--- config.mk ---
export PLATFORM = sky130hd
export DESIGN_NAME = temperature_delta_record_packer_top
export DESIGN_NICKNAME = d
export VERILOG_FILES = /design/src/rtl/tdrp_pkg.sv /design/src/rtl/tdrp_ctrl.sv /design/src/rtl/tdrp_datapath.sv /design/src/rtl/temperature_delta_record_packer_top.sv
export SDC_FILE = /design/constraint.sdc
export NUM_CORES = 1
export LEC_CHECK = 0
export ABC_AREA = 1
export BUFFER_PORTS_ARGS = -buffer_cell sky130_fd_sc_hd__buf_4
export CORE_ASPECT_RATIO = 1.1
export CORE_MARGIN = 4
export CORE_UTILIZATION = 41
export DETAILED_ROUTE_END_ITERATION = 10
export PLACE_DENSITY = 0.67
export SLEW_MARGIN = 20
export SYNTH_ARGS = -nofsm -noshare
export SYNTH_HDL_FRONTEND = slang
export SYNTH_SLANG_ARGS = --single-unit
--- constraint.sdc ---
create_clock -name clk -period 7.8 [get_ports clk]
set_input_delay 1.56 -clock clk [delete_from_list [all_inputs] [get_ports clk]]
set_output_delay 1.56 -clock clk [all_outputs]
set_load 0.05 [all_outputs]
--- src/rtl/tdrp_pkg.sv ---
// ----------------------------------------------------------------------------
// tdrp_pkg
// Shared types, constants and helpers of the temperature delta record packer.
// ----------------------------------------------------------------------------
package tdrp_pkg;

  localparam int ENTRIES_PER_RECORD = 8;
  localparam int RECORD_STRIDE      = 36;
  localparam int RECORDS_PER_PAGE   = 28;
  localparam int PAGE_BYTES         = 1024;

  localparam int HEADER_BYTES = 8;
  localparam int ENTRY_W      = 24;
  localparam int ADDR_W       = 18;
  localparam int PAGE_W       = 8;
  localparam int GAP_SHIFT    = 5;
  localparam int PAGE_SHIFT   = $clog2(PAGE_BYTES);
  localparam int SLOT_W       = $clog2(RECORDS_PER_PAGE + 1);
  localparam int FILL_W       = $clog2(ENTRIES_PER_RECORD + 1);
  localparam int ENTRY_IDX_W  = (ENTRIES_PER_RECORD > 1) ? $clog2(ENTRIES_PER_RECORD) : 1;
  localparam int OFF_W        = $clog2(RECORD_STRIDE);

  localparam logic [7:0] MAGIC_LO = 8'h52;
  localparam logic [7:0] MAGIC_HI = 8'h44;

  localparam int CFG_IDX_W = 2;
  localparam logic [CFG_IDX_W-1:0] CFG_FIRST_PAGE = 2'd0;
  localparam logic [CFG_IDX_W-1:0] CFG_LAST_PAGE  = 2'd1;
  localparam logic [CFG_IDX_W-1:0] CFG_START_PAGE = 2'd2;

  typedef struct packed {
    logic               time_valid;
    logic [31:0]        timestamp;
    logic signed [15:0] temperature;
    logic signed [7:0]  signal_strength;
  } in_item_t;

  typedef struct packed {
    logic [ADDR_W-1:0] flash_addr;
    logic [7:0]        data_byte;
    logic              erase_req;
    logic [PAGE_W-1:0] erase_page;
    logic              last;
  } out_item_t;

  typedef struct packed {
    logic capture;
    logic open_rec;
    logic add_entry;
    logic upd_prev;
    logic flush_start;
    logic byte_load;
    logic finish;
    logic reopen;
  } tdrp_cmd_t;

  typedef struct packed {
    logic sample_valid;
    logic rec_open;
    logic gap;
    logic full_after;
    logic byte_last;
    logic out_free;
  } tdrp_sts_t;

  function automatic logic [PAGE_W-1:0] ring_next(input logic [PAGE_W-1:0] p,
                                                  input logic [PAGE_W-1:0] first,
                                                  input logic [PAGE_W-1:0] last_pg);
    logic [PAGE_W-1:0] r;
    if (p >= last_pg) begin
      r = first;
    end else begin
      r = p + PAGE_W'(1);
    end
    return r;
  endfunction

endpackage

--- src/rtl/tdrp_ctrl.sv ---
// ----------------------------------------------------------------------------
// tdrp_ctrl
// Sequencer: takes a sample, evaluates it, and drives the record flush.
// ----------------------------------------------------------------------------
module tdrp_ctrl import tdrp_pkg::*; (
  input  logic      clk,
  input  logic      rst_n,
  input  logic      in_valid,
  output logic      in_ready,
  input  tdrp_sts_t sts,
  output tdrp_cmd_t cmd
);

  localparam logic [1:0] ST_IDLE  = 2'd0;
  localparam logic [1:0] ST_EVAL  = 2'd1;
  localparam logic [1:0] ST_START = 2'd2;
  localparam logic [1:0] ST_FLUSH = 2'd3;

  logic [1:0] state_r, state_nxt;
  logic       reopen_r, reopen_nxt;

  always_comb begin
    state_nxt  = state_r;
    reopen_nxt = reopen_r;
    cmd        = '0;
    cmd.reopen = reopen_r;
    in_ready   = 1'b0;
    case (state_r)
      ST_IDLE: begin
        in_ready = 1'b1;
        if (in_valid) begin
          cmd.capture = 1'b1;
          state_nxt   = ST_EVAL;
        end
      end
      ST_EVAL: begin
        state_nxt = ST_IDLE;
        if (sts.sample_valid) begin
          cmd.upd_prev = 1'b1;
          if (!sts.rec_open) begin
            cmd.open_rec = 1'b1;
          end else if (sts.gap) begin
            reopen_nxt = 1'b1;
            state_nxt  = ST_START;
          end else begin
            cmd.add_entry = 1'b1;
            if (sts.full_after) begin
              reopen_nxt = 1'b0;
              state_nxt  = ST_START;
            end
          end
        end
      end
      ST_START: begin
        cmd.flush_start = 1'b1;
        state_nxt       = ST_FLUSH;
      end
      ST_FLUSH: begin
        if (sts.out_free) begin
          cmd.byte_load = 1'b1;
          if (sts.byte_last) begin
            cmd.finish = 1'b1;
            state_nxt  = ST_IDLE;
          end
        end
      end
      default: begin
        state_nxt = ST_IDLE;
      end
    endcase
  end

  always_ff @(posedge clk) begin
    if (!rst_n) begin
      state_r  <= ST_IDLE;
      reopen_r <= 1'b0;
    end else begin
      state_r  <= state_nxt;
      reopen_r <= reopen_nxt;
    end
  end

endmodule

--- src/rtl/tdrp_datapath.sv ---
// ----------------------------------------------------------------------------
// tdrp_datapath
// Record state, entry store, page ring and the byte output register.
// ----------------------------------------------------------------------------
module tdrp_datapath import tdrp_pkg::*; (
  input  logic                 clk,
  input  logic                 rst_n,
  input  in_item_t             in_data,
  input  logic                 cfg_valid,
  input  logic [CFG_IDX_W-1:0] cfg_index,
  input  logic [7:0]           cfg_data,
  output logic                 out_valid,
  input  logic                 out_ready,
  output out_item_t            out_data,
  input  tdrp_cmd_t            cmd,
  output tdrp_sts_t            sts
);

  in_item_t            sample_r;
  logic [31:0]         header_time_r;
  logic [15:0]         base_temp_r;
  logic [7:0]          header_rssi_r;
  logic [ENTRY_W-1:0]  entry_r [ENTRIES_PER_RECORD];
  logic [FILL_W-1:0]   fill_r;
  logic                rec_open_r;
  logic [31:0]         prev_time_r;
  logic [15:0]         prev_temp_r;
  logic [PAGE_W-1:0]   first_page_r, last_page_r;
  logic [PAGE_W-1:0]   write_page_r;
  logic [SLOT_W-1:0]   write_slot_r;
  logic                erase_r;
  logic [PAGE_W-1:0]   erase_pg_r;
  logic [ADDR_W-1:0]   addr_r;
  logic [OFF_W-1:0]    off_r, e_r;
  logic [1:0]          b_r;
  logic                out_valid_r;
  out_item_t           out_data_r;

  logic [31:0]         dt;
  logic [15:0]         temp_u;
  logic [15:0]         dtemp;
  logic [ENTRY_W-1:0]  entry_new;
  logic [FILL_W:0]     fill_inc;
  logic [SLOT_W-1:0]   slot_inc;
  logic [PAGE_W-1:0]   page_adv;
  logic [ADDR_W-1:0]   base_addr;
  logic [ENTRY_W-1:0]  entry_rd;
  logic [7:0]          byte_val;
  logic                byte_last;

  assign dt        = sample_r.timestamp - prev_time_r;
  assign temp_u    = sample_r.temperature;
  assign dtemp     = temp_u - prev_temp_r;
  assign entry_new = {dt[4:0], dtemp[10:8], dtemp[7:0], sample_r.signal_strength};
  assign fill_inc  = {1'b0, fill_r} + (FILL_W+1)'(1);
  assign slot_inc  = write_slot_r + SLOT_W'(1);
  assign page_adv  = ring_next(write_page_r, first_page_r, last_page_r);
  assign base_addr = (ADDR_W'(write_page_r) << PAGE_SHIFT)
                   + ADDR_W'(write_slot_r) * ADDR_W'(RECORD_STRIDE);
  assign entry_rd  = entry_r[e_r[ENTRY_IDX_W-1:0]];
  assign byte_last = (off_r == OFF_W'(RECORD_STRIDE - 1));

  always_comb begin
    byte_val = 8'h00;
    if (32'(off_r) < 32'(HEADER_BYTES)) begin
      case (off_r[2:0])
        3'd0:    byte_val = header_time_r[7:0];
        3'd1:    byte_val = header_time_r[15:8];
        3'd2:    byte_val = header_time_r[23:16];
        3'd3:    byte_val = header_time_r[31:24];
        3'd4:    byte_val = base_temp_r[7:0];
        3'd5:    byte_val = base_temp_r[15:8];
        3'd6:    byte_val = header_rssi_r;
        default: byte_val = 8'h00;
      endcase
    end else if (off_r == OFF_W'(RECORD_STRIDE - 2)) begin
      byte_val = MAGIC_LO;
    end else if (byte_last) begin
      byte_val = MAGIC_HI;
    end else if (32'(e_r) < 32'(ENTRIES_PER_RECORD)) begin
      case (b_r)
        2'd0:    byte_val = entry_rd[23:16];
        2'd1:    byte_val = entry_rd[15:8];
        default: byte_val = entry_rd[7:0];
      endcase
    end
  end

  always_comb begin
    sts.sample_valid = sample_r.time_valid;
    sts.rec_open     = rec_open_r;
    sts.gap          = |dt[31:GAP_SHIFT];
    sts.full_after   = (fill_inc >= (FILL_W+1)'(ENTRIES_PER_RECORD));
    sts.byte_last    = byte_last;
    sts.out_free     = !out_valid_r || out_ready;
  end

  always_ff @(posedge clk) begin
    if (cmd.capture) begin
      sample_r <= in_data;
    end
  end

  always_ff @(posedge clk) begin
    if (!rst_n) begin
      header_time_r <= '0;
      base_temp_r   <= '0;
      header_rssi_r <= '0;
      fill_r        <= '0;
      rec_open_r    <= 1'b0;
      prev_time_r   <= '0;
      prev_temp_r   <= '0;
      for (int i = 0; i < ENTRIES_PER_RECORD; i++) begin
        entry_r[i] <= '0;
      end
    end else begin
      if (cmd.upd_prev) begin
        prev_time_r <= sample_r.timestamp;
        prev_temp_r <= temp_u;
      end
      if (cmd.add_entry) begin
        if (fill_inc <= (FILL_W+1)'(ENTRIES_PER_RECORD)) begin
          entry_r[fill_r[ENTRY_IDX_W-1:0]] <= entry_new;
        end
        fill_r <= fill_inc[FILL_W-1:0];
      end
      if (cmd.open_rec || (cmd.finish && cmd.reopen)) begin
        header_time_r <= sample_r.timestamp;
        base_temp_r   <= temp_u;
        header_rssi_r <= sample_r.signal_strength;
        fill_r        <= '0;
        rec_open_r    <= 1'b1;
      end else if (cmd.finish) begin
        fill_r     <= '0;
        rec_open_r <= 1'b0;
      end
      if (cmd.finish) begin
        for (int i = 0; i < ENTRIES_PER_RECORD; i++) begin
          entry_r[i] <= '0;
        end
      end
    end
  end

  always_ff @(posedge clk) begin
    if (!rst_n) begin
      first_page_r <= '0;
      last_page_r  <= '1;
      write_page_r <= '0;
      write_slot_r <= '0;
      erase_r      <= 1'b0;
      erase_pg_r   <= '0;
    end else begin
      if (cfg_valid) begin
        case (cfg_index)
          CFG_FIRST_PAGE: first_page_r <= cfg_data;
          CFG_LAST_PAGE:  last_page_r  <= cfg_data;
          CFG_START_PAGE: begin
            write_page_r <= cfg_data;
            write_slot_r <= '0;
          end
          default: ;
        endcase
      end
      if (cmd.flush_start) begin
        if (32'(slot_inc) >= 32'(RECORDS_PER_PAGE)) begin
          write_page_r <= page_adv;
          erase_pg_r   <= ring_next(page_adv, first_page_r, last_page_r);
          erase_r      <= 1'b1;
          write_slot_r <= '0;
        end else begin
          write_slot_r <= slot_inc;
          erase_r      <= 1'b0;
        end
      end
    end
  end

  always_ff @(posedge clk) begin
    if (!rst_n) begin
      addr_r <= '0;
      off_r  <= '0;
      e_r    <= '0;
      b_r    <= '0;
    end else if (cmd.flush_start) begin
      addr_r <= base_addr;
      off_r  <= '0;
      e_r    <= '0;
      b_r    <= '0;
    end else if (cmd.byte_load) begin
      addr_r <= addr_r + ADDR_W'(1);
      off_r  <= off_r + OFF_W'(1);
      if (32'(off_r) >= 32'(HEADER_BYTES)) begin
        if (b_r == 2'd2) begin
          b_r <= '0;
          e_r <= e_r + OFF_W'(1);
        end else begin
          b_r <= b_r + 2'd1;
        end
      end
    end
  end

  always_ff @(posedge clk) begin
    if (!rst_n) begin
      out_valid_r <= 1'b0;
    end else if (cmd.byte_load) begin
      out_valid_r <= 1'b1;
    end else if (out_ready) begin
      out_valid_r <= 1'b0;
    end
  end

  always_ff @(posedge clk) begin
    if (cmd.byte_load) begin
      out_data_r.flash_addr <= addr_r;
      out_data_r.data_byte  <= byte_val;
      out_data_r.erase_req  <= byte_last && erase_r;
      out_data_r.erase_page <= (byte_last && erase_r) ? erase_pg_r : '0;
      out_data_r.last       <= byte_last;
    end
  end

  assign out_valid = out_valid_r;
  assign out_data  = out_data_r;

endmodule

--- src/rtl/temperature_delta_record_packer_top.sv ---
// ----------------------------------------------------------------------------
// temperature_delta_record_packer_top
// Packs timestamped temperature samples into flash records and streams each
// finished record as addressed bytes.
//
//   channel  direction  handshake                    payload
//   in_      input      in_valid / in_ready          in_item_t
//   out_     output     out_valid / out_ready        out_item_t, one record byte
//   cfg_     input      cfg_valid / cfg_ready        cfg_index, cfg_data
//
// A sample that causes no record passes through the capture and evaluate states.
// A sample that closes a record adds a setup state and one beat per record
// byte (RECORD_STRIDE beats) through the single output register.
// Output stalls hold the flush; the next sample is taken while the last
// beat still waits. Reset is synchronous and needs no clearing pass.
// ----------------------------------------------------------------------------
module temperature_delta_record_packer_top import tdrp_pkg::*; (
  input  logic                 clk,
  input  logic                 rst_n,
  input  logic                 in_valid,
  output logic                 in_ready,
  input  in_item_t             in_data,
  output logic                 out_valid,
  input  logic                 out_ready,
  output out_item_t            out_data,
  input  logic                 cfg_valid,
  output logic                 cfg_ready,
  input  logic [CFG_IDX_W-1:0] cfg_index,
  input  logic [7:0]           cfg_data
);

  tdrp_cmd_t cmd;
  tdrp_sts_t sts;

  assign cfg_ready = 1'b1;

  tdrp_ctrl u_ctrl (
    .clk      (clk),
    .rst_n    (rst_n),
    .in_valid (in_valid),
    .in_ready (in_ready),
    .sts      (sts),
    .cmd      (cmd)
  );

  tdrp_datapath u_datapath (
    .clk       (clk),
    .rst_n     (rst_n),
    .in_data   (in_data),
    .cfg_valid (cfg_valid),
    .cfg_index (cfg_index),
    .cfg_data  (cfg_data),
    .out_valid (out_valid),
    .out_ready (out_ready),
    .out_data  (out_data),
    .cmd       (cmd),
    .sts       (sts)
  );

endmodule
==> results of run 1 <==
## layer usage
metal / GRT usage (%) / routed length, um / up-vias
met3: 3.354 / 4969 / 138
met4: 8.239 / 2860 / 0
met2: 34.39 / 30370 / 714
met5: 0 / 0 / -
met1: 28.18 / 27350 / 8871
li1: - / - / 9290
## placed cells by master, fill, tap and decap left out, drive strengths merged, types with 9 or more instances in the layout
cell type,n
nand2,566
nor2,433
inv,315
edfxtp,285
a21oi,217
o21ai,195
dfxtp,181
buf,132
nand3,101
ha,75
clkbuf,71
a221oi,35
nand4,33
xor2,26
nor3,26
clkinv,26
a31oi,16
o211ai,12
xnor2,9
## report_power, final
group	total, W	switching (W)	internal [W]
Combinational	0.000628	0.000440	0.000188
Sequential	0.00277	0.0000537	0.00271
Clock	0.00242	0.000998	0.00142
Total	0.00582	0.00149	0.00432
## state kept, by name, indices dropped and copies added, names as in the netlist, 4 cells and up, named ones only
name	flops
u_datapath.entry_r	192
u_datapath.out_data	36
u_datapath.header_time_r	32
u_datapath.prev_time_r	32
u_datapath.sample_r	32
u_datapath.addr_r	18
u_datapath.base_temp_r	16
u_datapath.temp_u	16
u_datapath.prev_temp_r	11
u_datapath.entry_new	8
u_datapath.erase_pg_r	8
u_datapath.first_page_r	8
u_datapath.header_rssi_r	8
u_datapath.last_page_r	8
u_datapath.write_page_r	8
u_datapath.e_r	6
u_datapath.off_r	6
u_datapath.write_slot_r	5
u_datapath.fill_r	4
## worst max-delay path: cells and delay by family, from the launching register on
kind | cells | cell delay [ns]
buffers and inverters | 1 | 0.08
adder cells (fa/ha/maj) | 1 | 0.46
AND/OR/NAND/NOR | 10 | 2.83
flip-flops | 1 | 0.46
AO/OA/AOI/OAI | 1 | 0.20
## cells by family after synthesis
family / after synthesis / synth area share (%)
and+or+nand+nor: 1181 / 21.32
buffers and inverters: 440 / 7.653
AOI/OAI and AO/OA: 529 / 12.95
xor gates and xnor gates: 35 / 1.319
muxes: 1 / 0.04844
adders and majority gates: 78 / 4.295
other: 1 / 0.01613
DFF: 466 / 52.40
## path summary, 6_finish.rpt
path	startpoint	endpoint
setup / recovery	u_datapath.sample_r[46]	u_datapath.entry_r[6][18]
hold / removal	u_datapath.prev_time_r[18]	u_datapath.prev_time_r[18]
setup reg to reg	u_datapath.sample_r[46]	u_datapath.entry_r[6][18]
hold reg to reg	u_datapath.prev_time_r[18]	u_datapath.prev_time_r[18]
## stage by stage
| stage | area, um2 | worst slack (ns) | utilization, % | hold slack [ns] |
|---|---|---|---|---|
| finish | 26330 | 3.367 | 46.91 | 0.4575 |
| global route | 26330 | 2.969 | 46.91 | 0.4735 |
| CTS | 26330 | 3.368 | 46.91 | 0.4616 |
| detailed placement | 24640 | 3.079 | 43.90 | 0.4529 |
| global placement | 24630 | 3.151 | 43.88 | 0.4462 |
| floorplan | 23250 | 1.791 | - | 0.4064 |
## final cells by class
| class | instances | area (um2) | area share [%] |
|---|---|---|---|
| inverter | 325 | 1221 | 4.638 |
| sequential | 466 | 12180 | 46.27 |
| multi-input combinational | 1825 | 9314 | 35.38 |
| tap | 744 | 930.9 | 3.536 |
| timing repair buffer | 132 | 991.0 | 3.764 |
| clock buffer | 71 | 1440 | 5.470 |
| clock inverter | 23 | 249.0 | 0.9457 |
==> flow_summary.toml, run 1 <==
[outcome]
outcome = "finished, final reports clean"

[sta]
maxSlewViolCount = 0
fin_setup_tns_ns = 0
rsz0062_at_grt = "no"
finalHoldViolCount = 0
relSlewSlack_pct = 15.82
clock-skew-final_ns = 0.03147
min_period_ns = 4.433
finalCritPeriodShare_pct = 56.84
max_slew.worst_pin.slew_ns = 1.254
setup_violations = 0
fmax_mhz = 225.6

[critical_path]
path_max_fanout = 25
slowest_delay_ns = 0.95
cp_cell_sequence = "ha_1 > nand2_1 > inv_1 > nand2_1 > nor3_1 > nand3_1 > nand3_1 > nand3_1 > a21oi_1 > nand3_2 > nor2_8 > nand4_4 > nand2_1"
startpoint_type = "flip-flop"
reg2reg_depth = 13
endpoint_kind = "flip-flop"
crit_type = "flip-flop to flip-flop"
cp.arrival_ns = 4.67
timing.reg2reg.setup_slack_ns = 3.37
slowest_stage = "nand2_1"
cp.required_ns = 8.03

[place]
portBuffers = 109
dp_cells = 3492
hpwl_mm = 46.79
place.gp.congestion = 0.9906

[floorplanning]
die_y_um = 257.7
dieWidth_um = 235.0
initial_core_util_pct = 41.41
dieArea_mm2 = 0.06058
pin_count = 111
row_count = 91
core_mm2 = 0.05613

[synthesis]
synth-warning-count = 0
syn_inst = 2731
synth_commonest_cells = "564 x nand2_1, 417 x nor2_1, 308 x inv_1, 285 x edfxtp_1, 216 x a21oi_1"
yosysMostFrequentCell = "nand2_1"
synthTopCellsByArea = "edfxtp_1 37%, dfxtp_1 16%, nand2_1 9.1%"
synth_nets = 2881
yosysSeqAreaShare_pct = 52.40
synth_ff_type = "edfxtp_1"
synthesis.area_mm2 = 0.02325
synth_edf_count = 285
yosysTopAreaCellShare_pct = 36.81
synthArstFlopShare_pct = 0
synth.distinct_cells = 56
avgSynthCellArea_um2 = 8.512
synth_largest_area_cell = "edfxtp_1"
postSynthRegisterBits = 466

[final_layout]
nNetsFinal = 2950
areaGrowthSynthToFinish_pct = 13.26
instances_no_fill = 3586
antenna_cells = 0
fillCellCount = 5363
drive_above_1_share_pct = 9.219

[pwr]
p_leak_nw = 11.25
total_power_w = 0.005816
powerDensity_mw_per_mm2 = 220.9
ir_worst_vdd_v = 0.0001795

[clock_tree]
cts.sinks = 466
path_clk_slew_ns = 0.06
cts_tree = "built"
postCtsResizedCells = 0
root_buffer = "clkbuf_16"
clk_latency_ns = 0.62
postCtsHoldBufs = 0
numCtsBuffers = 50
post_cts_buffers = 0
h-tree-depth = 2
clk_path_buf_depth = 3

[grt]
grt_pass1_vias = 17980
grt_max_degree = 97
gr-usage-all-layers_pct = 21.02
grt_pass1_wl_mm = 101.5
grt_overflow = 0
antenna_found_initial = 0

[route]
first_iter_violations = 2202
drcViolationCount = 0
vias = 19010
avgRoutedWirePerCell_um = 18.28
wirelength_mm = 65.55
dr.pass1.iters = 5
viasPerCell = 5.302
ant_nets = 0

[flow_run]
max_cap_violations = 0

[worst_hold_path]
hp-class = "flip-flop to flip-flop"
hold_depth = 2
No activity file was read; power rests on OpenSTA's default activity.
==> run 2: changes to the inputs <==
- clock period: 7.8 -> 4.25 ns (I/O delays scaled with it)
==> run 2 against run 1 <==
Cell count is 0.61% higher. Register-to-register slack worse by 2.8 ns. Total power is 80% higher. Critical path depth is 8 higher. Worst hold slack worse by 0.040 ns. Largest power group unchanged.
==> flow_summary.toml, run 2 (synthesis gave the netlist of run 1 again) <==
[clock_tree]
clk_latency_ns = 0.61
root_buffer = "clkbuf_16"
postCtsHoldBufs = 0
post_cts_buffers = 0
path_clk_slew_ns = 0.06
cts_tree = "built"
cts.sinks = 466
numCtsBuffers = 49
clk_path_buf_depth = 3
postCtsResizedCells = 0
h-tree-depth = 2

[sta]
setup_violations = 0
fmax_mhz = 270.0
min_period_ns = 3.704
relSlewSlack_pct = 23.47
whs_ns = 0.4173
maxSlewViolCount = 0
fin_setup_tns_ns = 0
finalHoldViolCount = 0
finalCritPeriodShare_pct = 87.16
max_slew.worst_pin.slew_ns = 1.144
clock-skew-final_ns = 0.03250
rsz0062_at_grt = "no"
setup_slack_ns = 0.5457

[critical_path]
startpoint_type = "flip-flop"
path_max_fanout = 17
crit_type = "flip-flop to flip-flop"
reg2reg_depth = 21
cp.required_ns = 4.56
timing.reg2reg.setup_slack_ns = 0.55
cp.arrival_ns = 4.01
endpoint_kind = "flip-flop"

[grt]
grt.busiest_layer = "met2"
grt_pass1_vias = 18520
grt_overflow = 0
antenna_found_initial = 0
grtUsageMet3_pct = 2.894
gr-usage-all-layers_pct = 20.64
grt_max_degree = 101
use_met1_pct = 26.59
grt.met2_usage_pct = 35.53
grt_pass1_wl_mm = 100.8

[route]
drcViolationCount = 0
avgRoutedWirePerCell_um = 17.98
wirelength_mm = 64.86
dr.pass1.iters = 6
vias = 19190
first_iter_violations = 2019
viasPerCell = 5.320
ant_nets = 0

[pwr]
power_frac_seq_pct = 48.3
ir_worst_vdd_v = 0.0003678
p_leak_nw = 11.34
internal_power_w = 0.007825
pwr-share-comb_pct = 10.5
clkPwrFrac_pct = 41.2
total_power_w = 0.01049
p_sw_share_pct = 25.44
powerDensity_mw_per_mm2 = 395.9
power.switching_w = 0.002670

[final_layout]
largest_register_ffs = 192
drive_above_1_share_pct = 9.567
fillCellCount = 5305
fin_util_pct = 47.22
antenna_cells = 0
multi_input_area_mm2 = 0.009313
areaGrowthSynthToFinish_pct = 14.03
nNetsFinal = 2973
final_common_cell = "nand2_1"
seqCellArea_mm2 = 0.01218
regMostFlops = "u_datapath.entry_r"
layout_common_cells = "563 x nand2_1, 416 x nor2_1, 308 x inv_1"

[floorplanning]
row_count = 91
dieArea_mm2 = 0.06058
die_y_um = 257.7
pin_count = 111
initial_core_util_pct = 41.41
core_mm2 = 0.05613
dieWidth_um = 235.0

[place]
hpwl_mm = 46.39
dpl_worst_slack_ns = 0.6025
place.gp.congestion = 0.9327
portBuffers = 109

[worst_hold_path]
hp-class = "primary input to flip-flop"
hold_depth = 1

[flow_run]
max_cap_violations = 0

[outcome]
outcome = "finished, final reports clean"
[run 2: power by group through the flow]
stage | registers (W) | clock network (W) | logic [W]
finish | 0.00507 | 0.00433 | 0.00110
global route | 0.00508 | 0.00458 | 0.00123
CTS | 0.00507 | 0.00440 | 0.00109
detailed placement | 0.00516 | 0 | 0.00109
global placement | 0.00515 | 0 | 0.00108
floorplan | 0.00512 | 0 | 0.000716
[run 2: metal layers]
layer  part of all wire, %  wire length [um]
met1                    42             27540
met2                    48             31460
met3                   5.4              3475
met4                   3.7              2386
met5                     0                 0
[run 2: layout make-up]
type / instances / share of cell area, %
Timing Repair Buffer: 156 / 4.607
Multi-Input combinational cell: 1825 / 35.13
Sequential cell: 466 / 45.96
Clock buffer: 74 / 5.206
Clock inverter: 18 / 0.9818
Inverter: 325 / 4.602
Tap cell: 744 / 3.512
[run 2: path summary, 6_finish.rpt]
check / startpoint / end
worst max register to register: u_datapath.sample_r[24] / u_datapath.entry_r[4][8]
worst max-delay path: u_datapath.sample_r[24] / u_datapath.entry_r[4][8]
worst min register to register: u_datapath.prev_time_r[27] / u_datapath.prev_time_r[27]
worst min-delay path: in_data[2] / u_datapath.entry_new[2]
[run 2: worst max-delay path, cell delays in order, from the launching register on]
cell and delay [ns]:
edfxtp_1 0.32, inv_1 0.06, ha_1 0.21, fa_1 0.40, inv_1 0.09, nand2_1 0.05
nand2_1 0.08, nand3_1 0.10, nand2_1 0.16, nand2_1 0.13, nand2_1 0.08, nand2_1 0.05
nand2_1 0.10, nand2_1 0.07, inv_1 0.06, nand3_1 0.07, nor2_1 0.18, nand3_2 0.15
nor2_8 0.33, nand4_4 0.12, nand2_1 0.36, buf_12 0.21
[run 2: through the flow]
stage | cell area, um2 | cells
detailed placement | 24870 | 3516
global placement | 24870 | 3516
floorplan | 23250 | 2731
global route | 26510 | 3608
finish | 26510 | 3608
CTS | 26510 | 3608
